File: src/design/qte_pkg.sv
// Shared types, widths and constants for the quaternion to Euler angle core.
package qte_pkg;

  localparam int QW         = 16;  // quaternion component width, Q1.15
  localparam int PW         = 32;  // component product width
  localparam int RW         = 34;  // rotation term width, Q2.30 with headroom
  localparam int SW         = 62;  // square root remainder / root width
  localparam int SQRT_CELLS = 31;  // one cell per root bit, root <= 2^30
  localparam int XW         = 36;  // CORDIC x/y width (growth ~1.65)
  localparam int ZW         = 25;  // CORDIC angle width, scale 2^20
  localparam int TAB_LEN    = 24;
  localparam int LANES      = 3;
  localparam int ROLL_W     = 16;
  localparam int PITCH_W    = 15;

  localparam int LANE_ROLL  = 0;
  localparam int LANE_PITCH = 1;
  localparam int LANE_YAW   = 2;

  localparam logic signed [RW-1:0] ONE_Q30   = 34'sd1073741824;
  localparam logic [SW-1:0]        ONE_Q60   = 62'h1000_0000_0000_0000;
  localparam logic signed [ZW-1:0] PI_Q20    = 25'sd3294199;
  localparam logic signed [ZW-1:0] ROUND_Q20 = 25'sd64;
  localparam int                   Q13_SHIFT = 7;
  localparam logic signed [ZW-Q13_SHIFT-1:0] ROLL_LIM  = 18'sd25736;
  localparam logic signed [ZW-Q13_SHIFT-1:0] PITCH_LIM = 18'sd12868;

  typedef struct packed {
    logic signed [RW-1:0] r11;
    logic signed [RW-1:0] r21;
    logic signed [RW-1:0] r31;
    logic signed [RW-1:0] r32;
    logic signed [RW-1:0] r33;
  } rterms_t;

  typedef struct packed {
    logic [SW-1:0] rem;
    logic [SW-1:0] root;
  } sqrt_t;

  typedef struct packed {
    logic signed [XW-1:0] x;
    logic signed [XW-1:0] y;
    logic signed [ZW-1:0] z;
    logic                 zero;
  } vec_t;

  typedef vec_t [LANES-1:0] lanes_t;

  function automatic logic signed [ZW-1:0] atan_q20(input int unsigned idx);
    logic signed [ZW-1:0] a;
    case (idx)
      0:       a = 25'sd823550;
      1:       a = 25'sd486170;
      2:       a = 25'sd256879;
      3:       a = 25'sd130396;
      4:       a = 25'sd65451;
      5:       a = 25'sd32757;
      6:       a = 25'sd16383;
      7:       a = 25'sd8192;
      8:       a = 25'sd4096;
      9:       a = 25'sd2048;
      10:      a = 25'sd1024;
      11:      a = 25'sd512;
      12:      a = 25'sd256;
      13:      a = 25'sd128;
      14:      a = 25'sd64;
      15:      a = 25'sd32;
      16:      a = 25'sd16;
      17:      a = 25'sd8;
      18:      a = 25'sd4;
      19:      a = 25'sd2;
      20:      a = 25'sd1;
      default: a = '0;
    endcase
    return a;
  endfunction

endpackage

File: src/design/qte_cordic_cell.sv
// One CORDIC vectoring iteration for all three angle lanes.
module qte_cordic_cell #(
  parameter int SHIFT = 0
) (
  input  logic            clk_i,
  input  logic            rst_ni,
  input  logic            en_i,
  input  logic            valid_i,
  input  qte_pkg::lanes_t l_i,
  output logic            valid_o,
  output qte_pkg::lanes_t l_o
);

  localparam int XW = qte_pkg::XW;
  localparam int ZW = qte_pkg::ZW;
  localparam logic signed [ZW-1:0] ATAN = qte_pkg::atan_q20(SHIFT);

  logic            v_q;
  qte_pkg::lanes_t l_d, l_q;
  logic signed [XW-1:0] xv, yv, xs, ys;

  always_comb begin
    for (int n = 0; n < qte_pkg::LANES; n++) begin
      xv = l_i[n].x;
      yv = l_i[n].y;
      xs = xv >>> SHIFT;
      ys = yv >>> SHIFT;
      l_d[n].zero = l_i[n].zero;
      if (!yv[XW-1]) begin
        l_d[n].x = xv + ys;
        l_d[n].y = yv - xs;
        l_d[n].z = l_i[n].z + ATAN;
      end else begin
        l_d[n].x = xv - ys;
        l_d[n].y = yv + xs;
        l_d[n].z = l_i[n].z - ATAN;
      end
    end
  end

  always_ff @(posedge clk_i or negedge rst_ni) begin
    if (!rst_ni) begin
      v_q <= 1'b0;
    end else if (en_i) begin
      v_q <= valid_i;
    end
  end

  always_ff @(posedge clk_i) begin
    if (en_i) begin
      l_q <= l_d;
    end
  end

  assign valid_o = v_q;
  assign l_o     = l_q;

endmodule

File: config.mk
export PLATFORM = sky130hd
export DESIGN_NAME = qte_cordic_cell
export DESIGN_NICKNAME = d
export VERILOG_FILES = /design/src/design/qte_pkg.sv /design/src/design/qte_cordic_cell.sv
export SDC_FILE = /design/constraint.sdc
export NUM_CORES = 1
export LEC_CHECK = 0
export BUFFER_PORTS_ARGS = -buffer_cell sky130_fd_sc_hd__buf_4
export CELL_PAD_IN_SITES_DETAIL_PLACEMENT = 0
export CELL_PAD_IN_SITES_GLOBAL_PLACEMENT = 1
export CORE_AREA = 2 2 283 285
export DETAILED_ROUTE_END_ITERATION = 12
export DIE_AREA = 0 0 285 287
export PLACE_DENSITY_LB_ADDON = 0.25
export SLEW_MARGIN = 20
export SYNTH_ARGS = -nofsm -noshare
export SYNTH_HDL_FRONTEND = slang
export SYNTH_SLANG_ARGS = --single-unit
File: constraint.sdc
create_clock -name clk_i -period 0.8 [get_ports clk_i]
set_input_delay 0.16 -clock clk_i [delete_from_list [all_inputs] [get_ports clk_i]]
set_output_delay 0.16 -clock clk_i [all_outputs]
set_load 0.02 [all_outputs]
# Word level (Yosys, flattened, before mapping)
# Index checks and enable logic that the tools add are counted.
# Widths: inputs -> output; s select.
classes:
  addsub: 15
  multipliers: 0
  n_div: 0
  n_lt_le_gt_ge: 0
  n_eq_ne: 0
  shifts: 0
  mux: 3
  bitwise: 0
  n_reduce_logical: 0
op_table:
  columns: ["operator", "count"]
  rows:
  - ["$mux 97", 3]
  - ["$sub 36x36->36", 6]
  - ["$add 36x36->36", 3]
  - ["$add 25x21->25 const B", 3]
  - ["$sub 25x21->25 const B", 3]
word_totals:
  register_bits: 295
  latchBits: 0
  mem_bits_rw: 0
  mem_bits_ro: 0
  in_bits: 298
  elab_cells: 31
  memories: 0

# Longest topological paths before layout
logic_depth:
  word_depth: 2
  ltp_mapped: 13

# Worst setup path before layout
# No wires, ideal clock.
synth_path:
  path_kind: "input-to-reg"
  start: "input port l_i[257] (netlist name)"
  end: "register l_q (netlist bit l_o[220]), data pin"
  setup_time_ps: 261
  arrival_time_ps: 3232
  slack_ps: -2693
  cell_stages: 12
  n_path_buf: 2
  path_cell_list: "clkbuf_1 > inv_2 > clkbuf_1 > ha_1 > a211oi_1 > o21ai_1 > a211oi_1 > o21ai_1 > a41oi_1 > o21ai_1 > a41o_1 > a311o_1"
synth_rtl:
  columns: ["item", "line_no", "text"]
  rows:
  - ["start: declaration", "qte_cordic_cell.sv:9", "input qte_pkg::lanes_t l_i,"]
  - ["end signal: assignment", "qte_cordic_cell.sv:51", "l_q <= l_d;"]
  - ["end: declaration", "qte_cordic_cell.sv:19", "qte_pkg::lanes_t l_d, l_q;"]

==> impl_metrics.toml <==
[cts]
cts_sinks = 292
path_clk_slew_ns = 0.05
cts_tree = "built"
cts_buffers = 40
htree_levels = 2
cts-hold-fix-buffers = 18
clock_latency_ns = 0.57
cts-root-buf = "clkbuf_16"
ctsLongestPathBuffers = 3

[floorplanning]
ios = 593
coreArea_um2 = 78600
dieArea_um2 = 81800
start_util = 0.389
die_w_um = 285
num_rows = 103
die_h_um = 287

[critical_path]
path_buf_inv = 3
cp_data_required_time_ns = 1.12
crit_family = "compound AO/OA/AOI/OAI gates"
crit_arrival_ns = 2.68
critPathSlowestCell = "a221o_1"
critical_path.most_common_cell = "a211oi_4"
path_max_fanout = 5
start_kind = "input pin"
cp_cell_sequence = "buf_8 -> inv_8 -> ha_4 -> nor2b_4 -> a211oi_4 -> a21oi_4 -> o31ai_4 -> o21ai_2 -> a211oi_4 -> buf_6 -> o21ai_4 -> a221o_1 -> xnor2_1"
rr_worst_depth = 1
end_kind = "flip-flop"
crit_path_end = "l_o[255]"
critPathLaunch = "l_i[226]"
reg2reg_to = "valid_o"
crit_type = "in -> reg"
crit_cells = 13
reg2reg_slack_ns = 0.05
worst_path_largest_cell_delay_ns = 0.38
worstReg2RegStart = "valid_o"

[power_and_ir_drop]
p_leak_uw = 0.0257
peakVddDrop_mv = 1.41
pwr_density_cell_nw_per_um2 = 1540

[timing]
worst_slew_pin_slew_ns = 0.668
slew-limit-headroom = 0.555
period_minus_slack_ns = 2.36
rsz0062_at_grt = "yes"
timing.final.ws_setup_ns = -1.56
timing.fmax_mhz = 423
setup_viol = 568
drv_slew = 0
hold_violations = 3
whs_ns = -0.0307
fin_crit_sh = 2.95
finClkSkew_ns = 0

[global_route]
grt_max_degree = 65
overflow = 0
grt_pass1_wl_um = 201000
grt_pass1_vias = 35600
grt_use_total = 0.312
antenna_found_initial = 11

[synthesis]
yosysMostFrequentCell = "a21oi_1"
synth_area_um2 = 30600
async_flop_share = 0.00342
synth.distinct_cells = 84
yosys_warnings = 0
synth_top_area_share = 0.286
avgSynthCellArea_um2 = 8.45
ys_top_cells_by_area = "edfxtp_1, ha_1, a21oi_1, xnor2_1, inv_1"
synth_common_cells = "a21oi_1, ha_1, inv_1"
synth_top_area_cell = "edfxtp_1"
syn_inst = 3616
ys.flop_type = "edfxtp_1"
synth_edf_count = 291
seq_area_frac_synth = 0.287
ys_seq_elements = 292
syn_nets = 4319

[cells_and_area]
fin_area_um2 = 56800
layout-drive-gt1-share = 0.539
fin_nets = 6285
area_growth_pct = 86.0
finalNonFillerCells = 6669

[drt]
ant_nets = 0
drc = 0
num_vias = 35900
drt-initial-drc-count = 2457
firstDrtPassIters = 5
wirelength_um = 139000
post_drt_wl_per_cell_um = 20.9
highest_layer = "met5"
routed-wl-met3_um = 10300
viasPerCell = 5.38
wl_met2_um = 67600
routedLengthMet1_um = 55900

[place]
postPlaceCellArea_um2 = 47100
place.gp.congestion = 0.984
place_hpwl_um = 106000
placedCellCount = 6383
portBuffers = 592

[flow_run]
drv_cap = 0

[run_status]
status = "finished with violations"
violations = "hold timing, setup timing"

[hold_path]
min_from = "l_i[100]"
hold_path.class = "in -> reg"
## cells by family after synthesis
| family | synth area share |
|---|---|
| muxes | 0.0126 |
| adders and majority gates | 0.169 |
| AOI/OAI and AO/OA | 0.264 |
| DFF | 0.287 |
| and+or+nand+nor | 0.130 |
| buffers and inverters | 0.0635 |
| xor gates and xnor gates | 0.0742 |
## flip-flops by register name, indices dropped and copies added (netlist names)
name     cells
l_o        291
valid_o      1
## worst min path at each step
stage / end / depth (start not counted)
final: l_o[101] / 2
after global routing: l_o[101] / 2
after CTS: l_o[101] / 2
after detailed placement: valid_o / 1
after global placement: valid_o / 1
after floorplan: valid_o / 0
## final cells by class
class | count | area, um^2
Clock inverter | 27 | 360
Sequential cell | 292 | 8760
Timing Repair Buffer | 2075 | 17900
Tap cell | 1050 | 1310
Inverter | 356 | 1560
Clock buffer | 46 | 1070
Multi-Input combinational cell | 2817 | 25800
Antenna cell | 6 | 15.0
Fill cell | 5794 | 21800
## metrics by stage
stage / utilization / setup slack, ns / setup TNS [ns] / total power (uW)
final: 0.723 / -1.56 / -438.20 / 87500
after global routing: 0.723 / -1.62 / -459.91 / 91200
after CTS: 0.669 / -1.51 / -433.07 / 82000
after detailed placement: 0.599 / -2.41 / -529.78 / 58200
after global placement: 0.599 / -2.39 / -523.06 / 58000
after floorplan: - / -1.82 / -340.32 / 39800
## per-layer routing
metal,vias up,track usage
met4,12,0.0999
met2,1345,0.540
li1,17000,-
met3,309,0.0635
met5,-,0
met1,17200,0.389
## where the power goes
part           leakage (uW)  total [uW]  switching, uW  internal (uW)
Clock              0.000687       19900           7760          12200
Sequential          0.00286       21900           1480          20400
Combinational        0.0221       45700          23100          22700
## cell usage in the layout (no fill, tap or decap), types with 19 or more instances in the layout
master	netlist	routed
o21a_1	37	34
nand3_1	58	49
nor3_2	0	19
o21ai_1	36	48
a211oi_2	2	26
nand4_1	42	42
nand2_2	0	22
edfxtp_1	291	291
nor2_1	263	213
nor3_1	78	46
nor2_4	0	24
nand2b_1	41	30
buf_4	3	1543
mux2i_1	35	24
xor2_1	46	43
ha_1	393	311
nand2_1	182	145
inv_2	15	28
buf_6	1	457
o211ai_1	25	25
o21ai_0	223	112
o31ai_4	1	24
o21ai_4	0	28
nor2b_1	40	22
o21ai_2	0	71
ha_4	0	78
buf_8	0	29
a21oi_2	1	137
a21oi_1	443	267
clkbuf_16	0	45
o21bai_1	97	80
buf_12	0	22
inv_4	0	19
inv_1	334	282
xnor2_2	0	31
xnor2_1	213	181
nor2_2	0	26
a21oi_4	0	40
a21o_1	118	114
## timing repair
item / in CTS / in global routing
pin swaps: 359 / 455
cloned: 0 / 4
buffers inserted: 128 / 132
hold endpoints to repair: 24 / 3
setup endpoints to repair: 568 / 567
resized for setup: 653 / 854
No activity file was read; power rests on OpenSTA's default activity.
