### config.mk
export PLATFORM = sky130hd
export DESIGN_NAME = qte_sqrt_cell
export DESIGN_NICKNAME = d
export VERILOG_FILES = /design/src/design/qte_pkg.sv /design/src/design/qte_sqrt_cell.sv
export SDC_FILE = /design/constraint.sdc
export NUM_CORES = 1
export LEC_CHECK = 0
export ABC_AREA = 1
export BUFFER_PORTS_ARGS = -buffer_cell sky130_fd_sc_hd__buf_4
export CAP_MARGIN = 20
export CORE_ASPECT_RATIO = 0.6
export CORE_MARGIN = 3
export CORE_UTILIZATION = 40
export DETAILED_ROUTE_END_ITERATION = 6
export HOLD_SLACK_MARGIN = 0.15
export PLACE_DENSITY_LB_ADDON = 0.15
export SYNTH_ARGS = -nofsm -noshare
export SYNTH_HDL_FRONTEND = slang
export SYNTH_SLANG_ARGS = --single-unit
### constraint.sdc
create_clock -name clk_i -period 0.8 [get_ports clk_i]
set_input_delay 0 -clock clk_i [delete_from_list [all_inputs] [get_ports clk_i]]
set_output_delay 0 -clock clk_i [all_outputs]
set_load 0.05 [all_outputs]
### src/design/qte_pkg.sv
// Shared types, widths and constants for the quaternion to Euler angle core.
package qte_pkg;

  localparam int QW         = 16;  // quaternion component width, Q1.15
  localparam int PW         = 32;  // component product width
  localparam int RW         = 34;  // rotation term width, Q2.30 with headroom
  localparam int SW         = 62;  // square root remainder / root width
  localparam int SQRT_CELLS = 31;  // one cell per root bit, root <= 2^30
  localparam int XW         = 36;  // CORDIC x/y width (growth ~1.65)
  localparam int ZW         = 25;  // CORDIC angle width, scale 2^20
  localparam int TAB_LEN    = 24;
  localparam int LANES      = 3;
  localparam int ROLL_W     = 16;
  localparam int PITCH_W    = 15;

  localparam int LANE_ROLL  = 0;
  localparam int LANE_PITCH = 1;
  localparam int LANE_YAW   = 2;

  localparam logic signed [RW-1:0] ONE_Q30   = 34'sd1073741824;
  localparam logic [SW-1:0]        ONE_Q60   = 62'h1000_0000_0000_0000;
  localparam logic signed [ZW-1:0] PI_Q20    = 25'sd3294199;
  localparam logic signed [ZW-1:0] ROUND_Q20 = 25'sd64;
  localparam int                   Q13_SHIFT = 7;
  localparam logic signed [ZW-Q13_SHIFT-1:0] ROLL_LIM  = 18'sd25736;
  localparam logic signed [ZW-Q13_SHIFT-1:0] PITCH_LIM = 18'sd12868;

  typedef struct packed {
    logic signed [RW-1:0] r11;
    logic signed [RW-1:0] r21;
    logic signed [RW-1:0] r31;
    logic signed [RW-1:0] r32;
    logic signed [RW-1:0] r33;
  } rterms_t;

  typedef struct packed {
    logic [SW-1:0] rem;
    logic [SW-1:0] root;
  } sqrt_t;

  typedef struct packed {
    logic signed [XW-1:0] x;
    logic signed [XW-1:0] y;
    logic signed [ZW-1:0] z;
    logic                 zero;
  } vec_t;

  typedef vec_t [LANES-1:0] lanes_t;

  function automatic logic signed [ZW-1:0] atan_q20(input int unsigned idx);
    logic signed [ZW-1:0] a;
    case (idx)
      0:       a = 25'sd823550;
      1:       a = 25'sd486170;
      2:       a = 25'sd256879;
      3:       a = 25'sd130396;
      4:       a = 25'sd65451;
      5:       a = 25'sd32757;
      6:       a = 25'sd16383;
      7:       a = 25'sd8192;
      8:       a = 25'sd4096;
      9:       a = 25'sd2048;
      10:      a = 25'sd1024;
      11:      a = 25'sd512;
      12:      a = 25'sd256;
      13:      a = 25'sd128;
      14:      a = 25'sd64;
      15:      a = 25'sd32;
      16:      a = 25'sd16;
      17:      a = 25'sd8;
      18:      a = 25'sd4;
      19:      a = 25'sd2;
      20:      a = 25'sd1;
      default: a = '0;
    endcase
    return a;
  endfunction

endpackage

### src/design/qte_sqrt_cell.sv
// One digit cell of the pipelined integer square root; carries the rotation terms.
module qte_sqrt_cell #(
  parameter int K = 0
) (
  input  logic             clk_i,
  input  logic             rst_ni,
  input  logic             en_i,
  input  logic             valid_i,
  input  qte_pkg::sqrt_t   s_i,
  input  qte_pkg::rterms_t t_i,
  output logic             valid_o,
  output qte_pkg::sqrt_t   s_o,
  output qte_pkg::rterms_t t_o
);

  localparam int SW = qte_pkg::SW;
  localparam logic [SW-1:0] BIT = SW'(1) << (2 * K);

  logic             v_q;
  qte_pkg::sqrt_t   s_d, s_q;
  qte_pkg::rterms_t t_q;
  logic [SW-1:0]    trial;

  always_comb begin
    trial = s_i.root + BIT;
    if (s_i.rem >= trial) begin
      s_d.rem  = s_i.rem - trial;
      s_d.root = (s_i.root >> 1) + BIT;
    end else begin
      s_d.rem  = s_i.rem;
      s_d.root = s_i.root >> 1;
    end
  end

  always_ff @(posedge clk_i or negedge rst_ni) begin
    if (!rst_ni) begin
      v_q <= 1'b0;
    end else if (en_i) begin
      v_q <= valid_i;
    end
  end

  always_ff @(posedge clk_i) begin
    if (en_i) begin
      s_q <= s_d;
      t_q <= t_i;
    end
  end

  assign valid_o = v_q;
  assign s_o     = s_q;
  assign t_o     = t_q;

endmodule

==> flow_metrics.tcl, run 1 <==
set metrics [dict create \
    synth_cells 2439 \
    syn_area_per_cell_um2 7.756 \
    netlist_area_um2 18920 \
    rows 61 \
    crit_endpoint "s_o[80]$_DFFE_PP_/D" \
    port_buffers 592 \
    yosysWarningCount 0 \
    ys_async_sr_fraction_pct 0.3390 \
    cts_buffers 28 \
    worstEndpointType "register data pin" \
    clk_path_buf_depth 3 \
    cts_htree_levels 1 \
    ys_seq_area_share_pct 46.80 \
    grt_util_all_layers_pct 74.94 \
    stop_error "[ERROR GRT-0232] Routing congestion too high. Check the congestion heatmap in the GUI." \
    die_x_um 286.8 \
    clock_sinks 295 \
    syn_nets 2802 \
    initial_core_util_pct 40.70 \
    synth_cell_types 37 \
    die_h_um 174.5 \
    synth_edf_count 294 \
    antenna_found_initial 31 \
    status "stopped before the end" \
    lastStage "global routing" \
    synth-seq-cells 295 \
    place_congestion 1.070 \
    yosys_most_used_dff "edfxtp_1" \
    grt_max_degree 32 \
    dp.final_hpwl_mm 87.79 \
    io_pins 593 \
    grt_overflow_total 134 \
    cts-root-buf "clkbuf_16" \
]
## metal layers
metal | GRT usage (%) | GRT overflow
met1 | 77.14 | 10
met2 | 88.74 | 62
met3 | 64.67 | 8
met4 | 64.22 | 53
met5 | 41.44 | 1
## synth_stat cells (all sizes together), types with 3 or more instances
cell | count | share of area [%]
nand3 | 122 | 3.3
xor2 | 141 | 6.5
nand2 | 938 | 19
and2 | 5 | 0.17
nor3 | 50 | 1.3
xnor2 | 5 | 0.23
nand3b | 8 | 0.32
nor2 | 198 | 4.2
nand4 | 32 | 1.1
nor4 | 6 | 0.20
ha | 64 | 4.2
edfxtp | 294 | 47
a21oi | 39 | 1.0
o21ai | 62 | 1.6
inv | 437 | 8.7
buf | 27 | 1.2
clkbuf | 3 | 0.066
## cell families after synthesis
logic type               synth area share (%)
AO/OA/AOI/OAI                           2.752
adder cells (fa/ha/maj)                 4.339
XOR/XNOR                                6.760
flip-flops                              46.80
AND/OR/NAND/NOR                         29.30
buffers and inverters                   9.987
multiplexers                          0.05952
## timing repair
action | CTS
setup endpoints to repair | 420
buffers inserted | 50
resized for setup | 743
cloned | 21
hold buffers | 300
endpoints found under the hold margin | 589
pin swaps | 105
## metrics by stage
step / cells / setup WS [ns] / setup TNS [ns] / area, um^2 / hold WS (ns)
floorplan: 2439 / -2.277 / -272.55 / 19050 / -0.2956
global placement: 4305 / -3.314 / -398.91 / 29330 / -0.2232
detailed placement: 4305 / -3.324 / -401.09 / 29330 / -0.2210
CTS: 4723 / -2.088 / -446.39 / 37270 / -0.2708
==> run 2: changes to the inputs <==
--- a/config.mk
+++ b/config.mk
@@ -8,11 +8,9 @@
 export ABC_AREA = 1
 export BUFFER_PORTS_ARGS = -buffer_cell sky130_fd_sc_hd__buf_4
 export CAP_MARGIN = 20
-export CORE_ASPECT_RATIO = 0.6
 export CORE_MARGIN = 3
-export CORE_UTILIZATION = 40
+export CORE_UTILIZATION = 25
 export DETAILED_ROUTE_END_ITERATION = 6
-export HOLD_SLACK_MARGIN = 0.15
 export PLACE_DENSITY_LB_ADDON = 0.15
 export SYNTH_ARGS = -nofsm -noshare
 export SYNTH_HDL_FRONTEND = slang
==> constraint.sdc (replaced) <==
create_clock -name clk_i -period 1 [get_ports clk_i]
set_input_delay 0 -clock clk_i [delete_from_list [all_inputs] [get_ports clk_i]]
set_output_delay 0 -clock clk_i [all_outputs]
set_load 0.05 [all_outputs]
==> flow_metrics.tcl, run 2 <==
set metrics [dict create \
    cp-end-kind "register" \
    nNetsFinal 4453 \
    fmax_mhz 319.0 \
    crit_fanout 8 \
    worst_setup_path_start_kind "primary input" \
    arrival_ns 3.57 \
    mostFrequentLayoutCells "buf_4 (972), nand2_1 (858), inv_1 (412)" \
    hold_class "primary input to register" \
    worst_pin_slew_ns 0.5174 \
    drt_pre_antenna_iters 5 \
    avgViaCountPerCell 4.431 \
    status "finished, violations left" \
    switching_share_pct 36.02 \
    die_h_um 281.1 \
    syn_nets 2802 \
    synth-compound-area-share_pct 2.752 \
    grt_pass1_wl_mm 148.9 \
    p_int_w 0.03172 \
    clk_latency_ns 0.56 \
    drive_above_1_share_pct 41.50 \
    clk_path_buf_depth 3 \
    setup_viol 419 \
    path_clk_slew_ns 0.06 \
    io_pins 593 \
    cts_tree "yes" \
    power_density_nw_per_um2 1314 \
    clock_sinks 295 \
    max_cap_viol_count 0 \
    final.period_utilization_pct 313.4 \
    synth_edf_count 294 \
    drv_slew 0 \
    antenna_found_initial 5 \
    netlist_area_um2 18920 \
    synthMuxAreaShare_pct 0.05953 \
    synth-seq-cells 295 \
    rows 100 \
    drt-total-wl_mm 109.8 \
    dr.first_iter.drc_count 1261 \
    finalClockSkew_ns 0 \
    yosys_most_used_dff "edfxtp_1" \
    ys_seq_area_share_pct 46.80 \
    place_congestion 0.9711 \
    cts-root-buf "clkbuf_16" \
    fin_util_pct 50.51 \
    period_needed_ns 3.134 \
    hold_violations 0 \
    worstSetupPathType "primary input to register" \
    synthAdderAreaFrac_pct 4.339 \
    port_buffers 592 \
    synth_common_cells "nand2_1 (935), inv_1 (423), edfxtp_1 (294)" \
    final_antenna_net_count 0 \
    die_x_um 281.1 \
    core-area_um2 74700 \
    cts_buffers 38 \
    fin_ws_ns -2.134 \
    p_total_w 0.04959 \
    seqPwrFrac_pct 32.2 \
    dieArea_um2 79000 \
    failed_checks "negative setup slack" \
    syn2layout_area_growth_pct 99.43 \
    final_common_cell "buf_4" \
    synth_top_family_by_area "simple AND/OR/NAND/NOR gates" \
    synth_most_common_cell "nand2_1" \
    synthSimpleGateAreaFrac_pct 29.30 \
    yosys-top-cells-area "edfxtp_1 (47%), nand2_1 (19%), inv_1 (8.4%)" \
    required_ns 1.44 \
    ys_async_sr_fraction_pct 0.3390 \
    dp.final_hpwl_mm 85.89 \
    yosys.area.top_type "edfxtp_1" \
    drc 0 \
    synth_top_area_share_pct 46.67 \
    slew_headroom_pct 65.14 \
    synth_cell_types 37 \
    initial_core_util_pct 25.32 \
    grt_max_degree 43 \
    syn_area_per_cell_um2 7.756 \
    routed-via-count 22546 \
    grt_pass1_vias 23012 \
    dpl_cell_area_um2 29770 \
    synth_xor_area_share_pct 6.760 \
    p_leak_nw 18.36 \
    combinationalPowerShare_pct 39.9 \
    cts_htree_levels 2 \
    p_switching_w 0.01786 \
    avgRoutedWirePerCell_um 21.57 \
    grt_overflow_total 0 \
    synth_cells 2439 \
    vdd_drop_max_mv 1.108 \
    yosysWarningCount 0 \
    power_frac_clock_pct 28.0 \
    largest_reg_flops 170 \
    design_area_um2 37730 \
    post-place-ws_ns -3.203 \
    rsz0062_at_grt "yes" \
    grt_util_all_layers_pct 25.89 \
]
[run 2: cell counts after synthesis]
Identical to the previous run, type by type.
[run 2: what timing repair did]
action / in CTS / in global routing
setup buffers: 37 / 18
pin swaps: 52 / 50
cloned: 11 / 12
resized for setup: 293 / 375
setup endpoints to repair: 419 / 419
hold buffers: 301 / 1
hold endpoints to repair: 338 / 1
[run 2: layout make-up]
type,instances,area [um^2]
Fill cell,7106,36970
Timing Repair Buffer,1641,15020
Multi-Input combinational cell,1676,9744
Sequential cell,295,8853
Inverter,438,1665
Tap cell,969,1212
Clock buffer,44,994.7
Clock inverter,22,232.7
Antenna cell,3,7.507
[run 2: metrics by stage]
| stage | instances | TNS (ns) | hold WS [ns] |
|---|---|---|---|
| after floorplan | 2439 | -247.65 | -0.2956 |
| after global placement | 4644 | -384.88 | -0.2239 |
| after detailed placement | 4644 | -388.91 | -0.2222 |
| after CTS | 5057 | -285.28 | -0.1694 |
| after global routing | 5086 | -314.51 | 0.02596 |
| final | 5088 | -293.16 | 0.03154 |
[run 2: kinds of logic after synthesis]
| kind of cell | after synthesis |
|---|---|
| AOI/OAI and AO/OA | 103 |
| buffers and inverters | 468 |
| muxes | 1 |
| DFF | 295 |
| xor gates and xnor gates | 146 |
| and+or+nand+nor | 1361 |
| adders and majority gates | 65 |
[run 2: power groups by stage]
stage / clock network, W / logic, W / registers (W)
6_report: 0.0139 / 0.0198 / 0.0160
5_1_grt: 0.0147 / 0.0208 / 0.0161
4_1_cts: 0.0143 / 0.0184 / 0.0157
3_5_place_dp: 0 / 0.0160 / 0.0159
3_3_place_gp: 0 / 0.0159 / 0.0160
2_1_floorplan: 0 / 0.00405 / 0.0202
[run 2: path summary, 6_finish.rpt]
path | start | end | slack (ns) | depth (start not counted)
worst max-delay path | s_i[26] | s_o[76]$_DFFE_PP_ | -2.13 | 26
max in group asynchronous | rst_ni | valid_o$_DFFE_PN0P_ | 0.58 | 3
worst min register to register | valid_o$_DFFE_PN0P_ | valid_o$_DFFE_PN0P_ | 0.54 | 1
min in group asynchronous | rst_ni | valid_o$_DFFE_PN0P_ | 0.31 | 3
worst max register to register | valid_o$_DFFE_PN0P_ | valid_o$_DFFE_PN0P_ | 0.24 | 1
worst min-delay path | s_i[52] | s_o[51]$_DFFE_PP_ | 0.03 | 5
[run 2: worst max-delay path, cell delays in order]
cell and delay (ns):
buf_8 0.09, nand4_1 0.25, buf_4 0.24, nor2_4 0.13, nand3_4 0.08, inv_2 0.06, nand4_1 0.26, nor2_2 0.25
xnor2_2 0.15, ha_1 0.33, nand2_2 0.07, buf_6 0.11, inv_4 0.05, nand2_4 0.05, buf_6 0.12, nor3_4 0.18
nand2_2 0.13, a21oi_4 0.16, nor2_4 0.06, nand2_4 0.09, buf_12 0.14, buf_16 0.14, buf_12 0.13, clkbuf_16 0.15
nand2_1 0.05, nand2_1 0.05
[run 2: metal layers]
metal  vias up  share of wire (%)  track usage (%)
li1      10956                  -                -
met1     10782                 40            30.37
met2       653                 51            47.66
met3       153                5.2            3.879
met4         2                4.0            9.324
met5         -             0.0064                0
Note: power is estimated with default switching activity, not from simulation.
